**config.mk**
```make
export PLATFORM = sky130hd
export DESIGN_NAME = positional_list_store
export DESIGN_NICKNAME = d
export VERILOG_FILES = /design/src/rtl/plst_pkg.sv /design/src/rtl/positional_list_store.sv /design/src/rtl/plst_cell.sv
export SDC_FILE = /design/constraint.sdc
export NUM_CORES = 2
export LEC_CHECK = 0
export BUFFER_PORTS_ARGS = -buffer_cell sky130_fd_sc_hd__buf_2
export CAP_MARGIN = 25
export CORE_ASPECT_RATIO = 0.6
export CORE_UTILIZATION = 58
export DETAILED_ROUTE_END_ITERATION = 8
export PLACE_DENSITY = 0.82
export SLEW_MARGIN = 10
export SYNTH_ARGS = -nofsm -noshare
export SYNTH_HDL_FRONTEND = slang
export SYNTH_HIERARCHICAL = 1
export SYNTH_SLANG_ARGS = --single-unit
```
**constraint.sdc**
```tcl
create_clock -name clk -period 6.07 [get_ports clk]
set_clock_uncertainty 0.15 [all_clocks]
set_input_delay 0.3035 -clock clk [delete_from_list [all_inputs] [get_ports clk]]
set_output_delay 0.3035 -clock clk [all_outputs]
set_load 0.01 [all_outputs]
```
**src/rtl/plst_pkg.sv**
```systemverilog
`default_nettype none

package plst_pkg;

  // index widths sized for the largest supported capacity
  localparam int MAX_CAPACITY = 64;
  localparam int SLOT_W = 6;
  localparam int LEN_W = 7;

  localparam logic [2:0] OP_INS_HEAD = 3'd0;
  localparam logic [2:0] OP_INS_TAIL = 3'd1;
  localparam logic [2:0] OP_INS_POS  = 3'd2;
  localparam logic [2:0] OP_DEL_HEAD = 3'd3;
  localparam logic [2:0] OP_DEL_TAIL = 3'd4;
  localparam logic [2:0] OP_DEL_POS  = 3'd5;
  localparam logic [2:0] OP_READ     = 3'd6;

  typedef enum logic [2:0] {
    ST_DONE     = 3'd0,
    ST_NOEFFECT = 3'd1,
    ST_FULL     = 3'd2,
    ST_ELEMENT  = 3'd3,
    ST_EMPTY    = 3'd4
  } status_t;

  typedef enum logic [1:0] {
    M_HOLD = 2'd0,
    M_INS  = 2'd1,
    M_DEL  = 2'd2,
    M_ROT  = 2'd3
  } chain_mode_t;

  typedef enum logic {
    S_IDLE = 1'b0,
    S_READ = 1'b1
  } state_t;

  typedef struct packed {
    chain_mode_t       mode;
    logic [SLOT_W-1:0] slot;
    logic [LEN_W-1:0]  len;
  } chain_ctl_t;

endpackage

`default_nettype wire

```
**src/rtl/positional_list_store.sv**
```systemverilog
// channel   ports                                         handshake
// command   in_operation, in_value, in_position           start & !busy
// result    out_status, out_element, out_last             out_valid, one cycle
//
// a mutation shifts all cells together; the status is registered at the same edge
// read-out gives one beat per element from the head cell while the chain rotates,
// so it holds busy until the last element has been given; an empty list gives one beat
// reset (rst_n, synchronous) empties the list; cell contents are not cleared
// the receiver cannot stall: every beat is shown for exactly one cycle
`default_nettype none

module positional_list_store #(
  parameter int CAPACITY = 16
) (
  input  wire logic               clk,
  input  wire logic               rst_n,
  input  wire logic               start,
  output logic                    busy,
  input  wire logic [2:0]         in_operation,
  input  wire logic signed [31:0] in_value,
  input  wire logic [7:0]         in_position,
  output logic                    out_valid,
  output logic [2:0]              out_status,
  output logic signed [31:0]      out_element,
  output logic                    out_last
);

  localparam int LW  = $clog2(CAPACITY + 1);
  localparam int CLW = plst_pkg::LEN_W;
  localparam int CSW = plst_pkg::SLOT_W;
  localparam logic [LW-1:0] CAP_LEN = LW'(CAPACITY);

  plst_pkg::state_t     state_r, state_nxt;
  logic [LW-1:0]        len_r, len_nxt;
  logic [LW-1:0]        rd_cnt_r, rd_cnt_nxt;
  logic                 out_valid_r, out_valid_nxt;
  plst_pkg::status_t    out_status_r, out_status_nxt;
  logic signed [31:0]   out_element_r, out_element_nxt;
  logic                 out_last_r, out_last_nxt;
  plst_pkg::chain_ctl_t ctl;
  logic [8:0]           slot9;
  logic [8:0]           pos9;
  logic [8:0]           len9;
  logic [LW-1:0]        tail_cnt;
  logic                 full;
  logic signed [31:0]   cell_q [CAPACITY];

  assign pos9     = {1'b0, in_position};
  assign len9     = 9'(len_r);
  assign full     = (len_r == CAP_LEN);
  assign tail_cnt = len_r - LW'(1);
  assign busy     = (state_r == plst_pkg::S_READ);

  always_comb begin
    state_nxt = state_r;
    unique case (state_r)
      plst_pkg::S_IDLE: begin
        if (start && in_operation == plst_pkg::OP_READ && len_r > LW'(1))
          state_nxt = plst_pkg::S_READ;
      end
      plst_pkg::S_READ: begin
        if (rd_cnt_r == tail_cnt) state_nxt = plst_pkg::S_IDLE;
      end
      default: state_nxt = plst_pkg::S_IDLE;
    endcase
  end

  always_comb begin
    ctl.mode        = plst_pkg::M_HOLD;
    slot9           = '0;
    len_nxt         = len_r;
    rd_cnt_nxt      = rd_cnt_r;
    out_valid_nxt   = 1'b0;
    out_status_nxt  = plst_pkg::ST_NOEFFECT;
    out_element_nxt = '0;
    out_last_nxt    = 1'b1;
    unique case (state_r)
      plst_pkg::S_IDLE: begin
        if (start) begin
          out_valid_nxt = 1'b1;
          rd_cnt_nxt    = LW'(1);
          unique case (in_operation)
            plst_pkg::OP_INS_HEAD, plst_pkg::OP_INS_TAIL, plst_pkg::OP_INS_POS: begin
              if (full) begin
                out_status_nxt = plst_pkg::ST_FULL;
              end else if (in_operation == plst_pkg::OP_INS_HEAD) begin
                ctl.mode = plst_pkg::M_INS;
                slot9    = '0;
              end else if (in_operation == plst_pkg::OP_INS_TAIL) begin
                ctl.mode = plst_pkg::M_INS;
                slot9    = len9;
              end else if (pos9 >= 9'd1 && pos9 <= len9 + 9'd1) begin
                ctl.mode = plst_pkg::M_INS;
                slot9    = pos9 - 9'd1;
              end
            end
            plst_pkg::OP_DEL_HEAD: begin
              if (len_r != '0) begin
                ctl.mode = plst_pkg::M_DEL;
                slot9    = '0;
              end
            end
            plst_pkg::OP_DEL_TAIL: begin
              if (len_r != '0) begin
                ctl.mode = plst_pkg::M_DEL;
                slot9    = len9 - 9'd1;
              end
            end
            plst_pkg::OP_DEL_POS: begin
              if (pos9 >= 9'd1 && pos9 <= len9) begin
                ctl.mode = plst_pkg::M_DEL;
                slot9    = pos9 - 9'd1;
              end
            end
            plst_pkg::OP_READ: begin
              if (len_r == '0) begin
                out_status_nxt = plst_pkg::ST_EMPTY;
              end else begin
                // first beat straight from the head cell
                ctl.mode        = plst_pkg::M_ROT;
                out_status_nxt  = plst_pkg::ST_ELEMENT;
                out_element_nxt = cell_q[0];
                out_last_nxt    = (len_r == LW'(1));
              end
            end
            default: ;
          endcase
          if (ctl.mode == plst_pkg::M_INS) begin
            len_nxt        = len_r + LW'(1);
            out_status_nxt = plst_pkg::ST_DONE;
          end else if (ctl.mode == plst_pkg::M_DEL) begin
            len_nxt        = len_r - LW'(1);
            out_status_nxt = plst_pkg::ST_DONE;
          end
        end
      end
      plst_pkg::S_READ: begin
        ctl.mode        = plst_pkg::M_ROT;
        out_valid_nxt   = 1'b1;
        out_status_nxt  = plst_pkg::ST_ELEMENT;
        out_element_nxt = cell_q[0];
        out_last_nxt    = (rd_cnt_r == tail_cnt);
        rd_cnt_nxt      = rd_cnt_r + LW'(1);
      end
      default: ;
    endcase
    ctl.slot = CSW'(slot9);
    ctl.len  = CLW'(len_r);
  end

  always_ff @(posedge clk) begin
    if (!rst_n) begin
      state_r     <= plst_pkg::S_IDLE;
      len_r       <= '0;
      rd_cnt_r    <= '0;
      out_valid_r <= 1'b0;
    end else begin
      state_r     <= state_nxt;
      len_r       <= len_nxt;
      rd_cnt_r    <= rd_cnt_nxt;
      out_valid_r <= out_valid_nxt;
    end
  end

  always_ff @(posedge clk) begin
    out_status_r  <= out_status_nxt;
    out_element_r <= out_element_nxt;
    out_last_r    <= out_last_nxt;
  end

  assign out_valid   = out_valid_r;
  assign out_status  = out_status_r;
  assign out_element = out_element_r;
  assign out_last    = out_last_r;

  for (genvar i = 0; i < CAPACITY; i++) begin : g_cell
    logic signed [31:0] left_d;
    logic signed [31:0] right_d;

    if (i == 0) begin : g_first
      assign left_d = in_value;
    end else begin : g_mid
      assign left_d = cell_q[i-1];
    end

    if (i == CAPACITY - 1) begin : g_last
      assign right_d = cell_q[i];
    end else begin : g_inner
      assign right_d = cell_q[i+1];
    end

    plst_cell #(
      .IDX(i)
    ) u_cell (
      .clk    (clk),
      .ctl    (ctl),
      .left_d (left_d),
      .right_d(right_d),
      .head_d (cell_q[0]),
      .new_d  (in_value),
      .data_r (cell_q[i])
    );
  end

endmodule

`default_nettype wire

```
**src/rtl/plst_cell.sv**
```systemverilog
`default_nettype none

module plst_cell #(
  parameter int IDX = 0
) (
  input  wire logic                 clk,
  input  wire plst_pkg::chain_ctl_t ctl,
  input  wire logic signed [31:0]   left_d,
  input  wire logic signed [31:0]   right_d,
  input  wire logic signed [31:0]   head_d,
  input  wire logic signed [31:0]   new_d,
  output logic signed [31:0]        data_r
);

  localparam int LW = plst_pkg::LEN_W;
  localparam logic [LW-1:0] MY_IDX = LW'(IDX);

  logic signed [31:0] data_nxt;
  logic [LW-1:0]      slot_ext;
  logic [LW-1:0]      tail_idx;

  assign slot_ext = LW'(ctl.slot);
  assign tail_idx = ctl.len - LW'(1);

  always_comb begin
    data_nxt = data_r;
    unique case (ctl.mode)
      plst_pkg::M_HOLD: data_nxt = data_r;
      plst_pkg::M_INS: begin
        if (MY_IDX == slot_ext) data_nxt = new_d;
        else if (MY_IDX > slot_ext) data_nxt = left_d;
      end
      plst_pkg::M_DEL: begin
        if (MY_IDX >= slot_ext) data_nxt = right_d;
      end
      plst_pkg::M_ROT: begin
        // head wraps around to the tail slot
        if (MY_IDX == tail_idx) data_nxt = head_d;
        else data_nxt = right_d;
      end
      default: data_nxt = data_r;
    endcase
  end

  always_ff @(posedge clk) begin
    data_r <= data_nxt;
  end

endmodule

`default_nettype wire
```
==> impl_results.md <==
* Run status: finished, final reports clean
* Leakage at 16.86 nW
* Fmax achieved at slightly below 200 MHz
* Flop2flop setup slack at 880 ps
* Worst R2R Start: len_r[0]$_SDFFE_PN0P_
* Max-slew headroom at 25.15%
* Met1 usage at 49.05%
* Clock slew seen by the registers of the worst setup and hold paths at ~70 ps
* Area of the multi-input gates at 0.01846 mm^2
* Layer with the highest usage: met1
* Aggregate routed wire length at 107.8 mm
* Comb pwr share at about two fifths
* VDD IR max at 0.0004004 V
* Crit path kind: reg2reg
* I/O Buffers at 83
* Largest fanout on the critical path at 17
* Mux cell area share after synthesis at 31.85%
* Ports at between 80 and 90
* Synth Cell Area at 0.03634 mm^2
* Most common cell after layout, fill and taps aside: mux2i_1
* Clock Path Buffers at 3
* Via density at 6.928
* Number of CTS-inserted buffers at 53
* Grt met3 use at 6.896%
* Hold path start: in_value[11]
* Min Hold Slack at 136.1 ps
* Clk pwr share at 16.7%
* Die Y at 195.9 um
* Hold Path Stages at 3
* Register area at 0.01634 mm^2
* H-tree depth at 2
* DRC viols at 0
* Syn avg cell area at 12.58 um^2
* Clk sinks at between 500 and 600
* Share of cells above drive strength 1 at 15.95%
* CTS tree: done
* Die width at approximately 330 um
* Synth Area in Adders at 0.9847%
* Sequential area share after synthesis at 44.95%
* Dpl hpwl at approximately 64 mm
* Max-slew violation count at 0
* Most frequent cells in the layout: 1,155 x mux2i_1, 512 x edfxtp_1, 199 x nor3_1
* Vias at about 26,000
* Largest net degree at the start of global routing at 170
* Syn. warnings at 6
* Worst-margin pin slew at approximately 1100 ps
* EDFF count, synth at around 500
* Most used DFF post-synth: edfxtp_1
* Fillcell total at about 4,600
* DRT iter0 DRCs at 3,788
* Number of global-route vias before repair at 25,020
* Tmin final at 5195 ps
* Worst hold-check path type: in2reg
* Critical Path Sink Type: flop
* CORE AREA at roughly 0.061 mm^2
* Switch Pwr at 0.008257 W
* GP Congestion at 0.9147
* Final hold vios at 0
* Post-route ant nets at 0
* Ys async rst share at 0%
* Max Cap Violations at 0
* RSZ-0062 raised after global routing: no
* Simple-Gate Fraction of Synth Area at under 10%
* Number of setup buffers added after CTS at 0
* R2r endpoint: g_cell[7].u_cell/data_r[29]$_DFFE_PP_
* Worst setup SP type: flop
* Drt pass-1 iters at 6
* Compound-gate portion of the synthesized area at 8.463%
* Yosys reg bits at 560
* PwrDens at about 540 mW/mm^2
* Global route total overflow at 0
* Nets at 2,978
* Cell-internal power at ~0.013 W
* Endpoints failing setup at 0
* Worst path required time at 6250 ps
* Cells after Synth at 2,888
* Gr usage total at 32.88%
* Reg power frac at 41.9%
* Hold worst-path end: g_cell[13].u_cell/data_r[11]$_DFFE_PP_
* Initial antenna violation count at 3
* Layout area overhead at 7.510%
* Global-route wire length before repair at 160.6 mm
* Worst Reg2Reg Path Length in Cells at 15
* Clk_lat worst skew at approximately 620 ps
* Total Die Area at 0.06369 mm^2
* Initial Util at 59.19%
* Final Cycle Share at between 80% and 90%
* Synth cell types at 85
* Largest family of logic cells by synthesized area: multiplexers
* Met2 usage at between 40% and 50%
* Crit path DAT at around 5400 ps
* XOR/XNOR Fraction of Synth Area at 0.4820%
* Switching share of total power at around two fifths
* Avg WL per Cell at 28.50 um
* Total negative slack at 0 ps
* Row cnt at 70
* Clock root buffer: clkbuf_16
-- state kept, by name, indices dropped and copies added, names as in the netlist --
register and flops:
rd_cnt_r 5, out_element 32, len_r 5, out_last 1, out_valid 1, out_status 3, busy 1, g_cell.u_cell/data_r 512
-- how the worst max path moves through the flow --
stage                                startpoint                               endpoint  slack, ps  depth (start not counted)
after global routing      len_r[0]$_SDFFE_PN0P_  g_cell[7].u_cell/data_r[11]$_DFFE_PP_        740                         15
after global placement    len_r[2]$_SDFFE_PN0P_  g_cell[9].u_cell/data_r[30]$_DFFE_PP_       1230                         11
after floorplan           len_r[0]$_SDFFE_PN0P_   g_cell[8].u_cell/data_r[0]$_DFFE_PP_        430                         14
after detailed placement  len_r[0]$_SDFFE_PN0P_  g_cell[9].u_cell/data_r[30]$_DFFE_PP_       1000                         12
after CTS                 len_r[0]$_SDFFE_PN0P_  g_cell[9].u_cell/data_r[30]$_DFFE_PP_       1010                         12
final                     len_r[0]$_SDFFE_PN0P_  g_cell[7].u_cell/data_r[29]$_DFFE_PP_        880                         15
-- Yosys cell counts (15+ instances only) --
master    count  area, um^2
buf_2        44       220.2
xnor2_1      15       131.4
mux2i_1    1155       11560
a211oi_2     90        1126
a21oi_2      20       175.2
nor2_1       32       120.1
buf_6        51       574.3
a22oi_1      78       585.6
nor3_1      199       996.0
edfxtp_1    512       15370
ha_1         19       237.7
clkbuf_1     75       281.5
a21oi_1      86       430.4
dfxtp_1      48       960.9
buf_8        20       300.3
nor2b_1      44       275.3
nand2_1     117       439.2
a31oi_1      16       100.1
a22oi_2      20       250.2
-- repair_timing --
| action | CTS | global route |
|---|---|---|
| resized for setup | 0 | 0 |
| hold endpoints to repair | 13 | 0 |
| hold buffers | 2 | 0 |
| setup endpoints to repair | 0 | 0 |
-- area by class of cell --
cell class,count,area share [%]
multi-input cells,2110,47.25
flip-flops and latches,560,41.81
repair buffers,174,3.683
clock buffers,70,3.613
well taps,828,2.652
clock inverters,25,0.8423
inverters,14,0.1345
diodes,2,0.01281
-- power groups by stage --
stage               clock [W]  sequential [W]  combinational, W
CTS                   0.00353         0.00877           0.00839
global placement            0         0.00870           0.00791
finish                0.00351         0.00881           0.00868
floorplan                   0         0.00839           0.00615
global route          0.00367         0.00901           0.00921
detailed placement          0         0.00881           0.00834
-- critical path, cell delays in order, from the launching register on --
cell,delay [ps]
dfxtp_1,490
ha_1,270
nand3_1,110
xnor2_1,180
ha_1,210
a211oi_1,250
nand2_1,80
o2bb2ai_1,590
a32oi_1,360
o32ai_4,670
buf_4,320
nor3_2,90
and4_2,510
buf_12,270
nor3_1,240
a211oi_2,80
-- cell families after synthesis --
| logic type | Yosys count |
|---|---|
| other | 1 |
| AND/OR/NAND/NOR | 505 |
| adder cells (fa/ha/maj) | 31 |
| XOR/XNOR | 20 |
| multiplexers | 1156 |
| AO/OA/AOI/OAI | 366 |
| flip-flops | 560 |
| buffers and inverters | 249 |
-- metal layers --
metal / part of all wire (%) / up-vias
met2: 42 / 1696
met4: 3.7 / 0
met5: 0 / -
met3: 12 / 240
met1: 43 / 13010
li1: - / 11270
-- metrics by stage --
step / power (W) / setup WS (ps) / std cells / cell area [um^2] / utilization [%]
after CTS: 0.02068 / 1007 / 3775 / 38930 / 63.41
after floorplan: 0.01454 / 430.8 / 2919 / 36480 / -
after detailed placement: 0.01715 / 996.9 / 3678 / 37170 / 60.54
after global placement: 0.01660 / 1230 / 3677 / 37150 / 60.51
final: 0.02099 / 875.5 / 3783 / 39070 / 63.63
after global routing: 0.02189 / 739.3 / 3782 / 39070 / 63.63
Note: power is estimated with default switching activity, not from simulation.
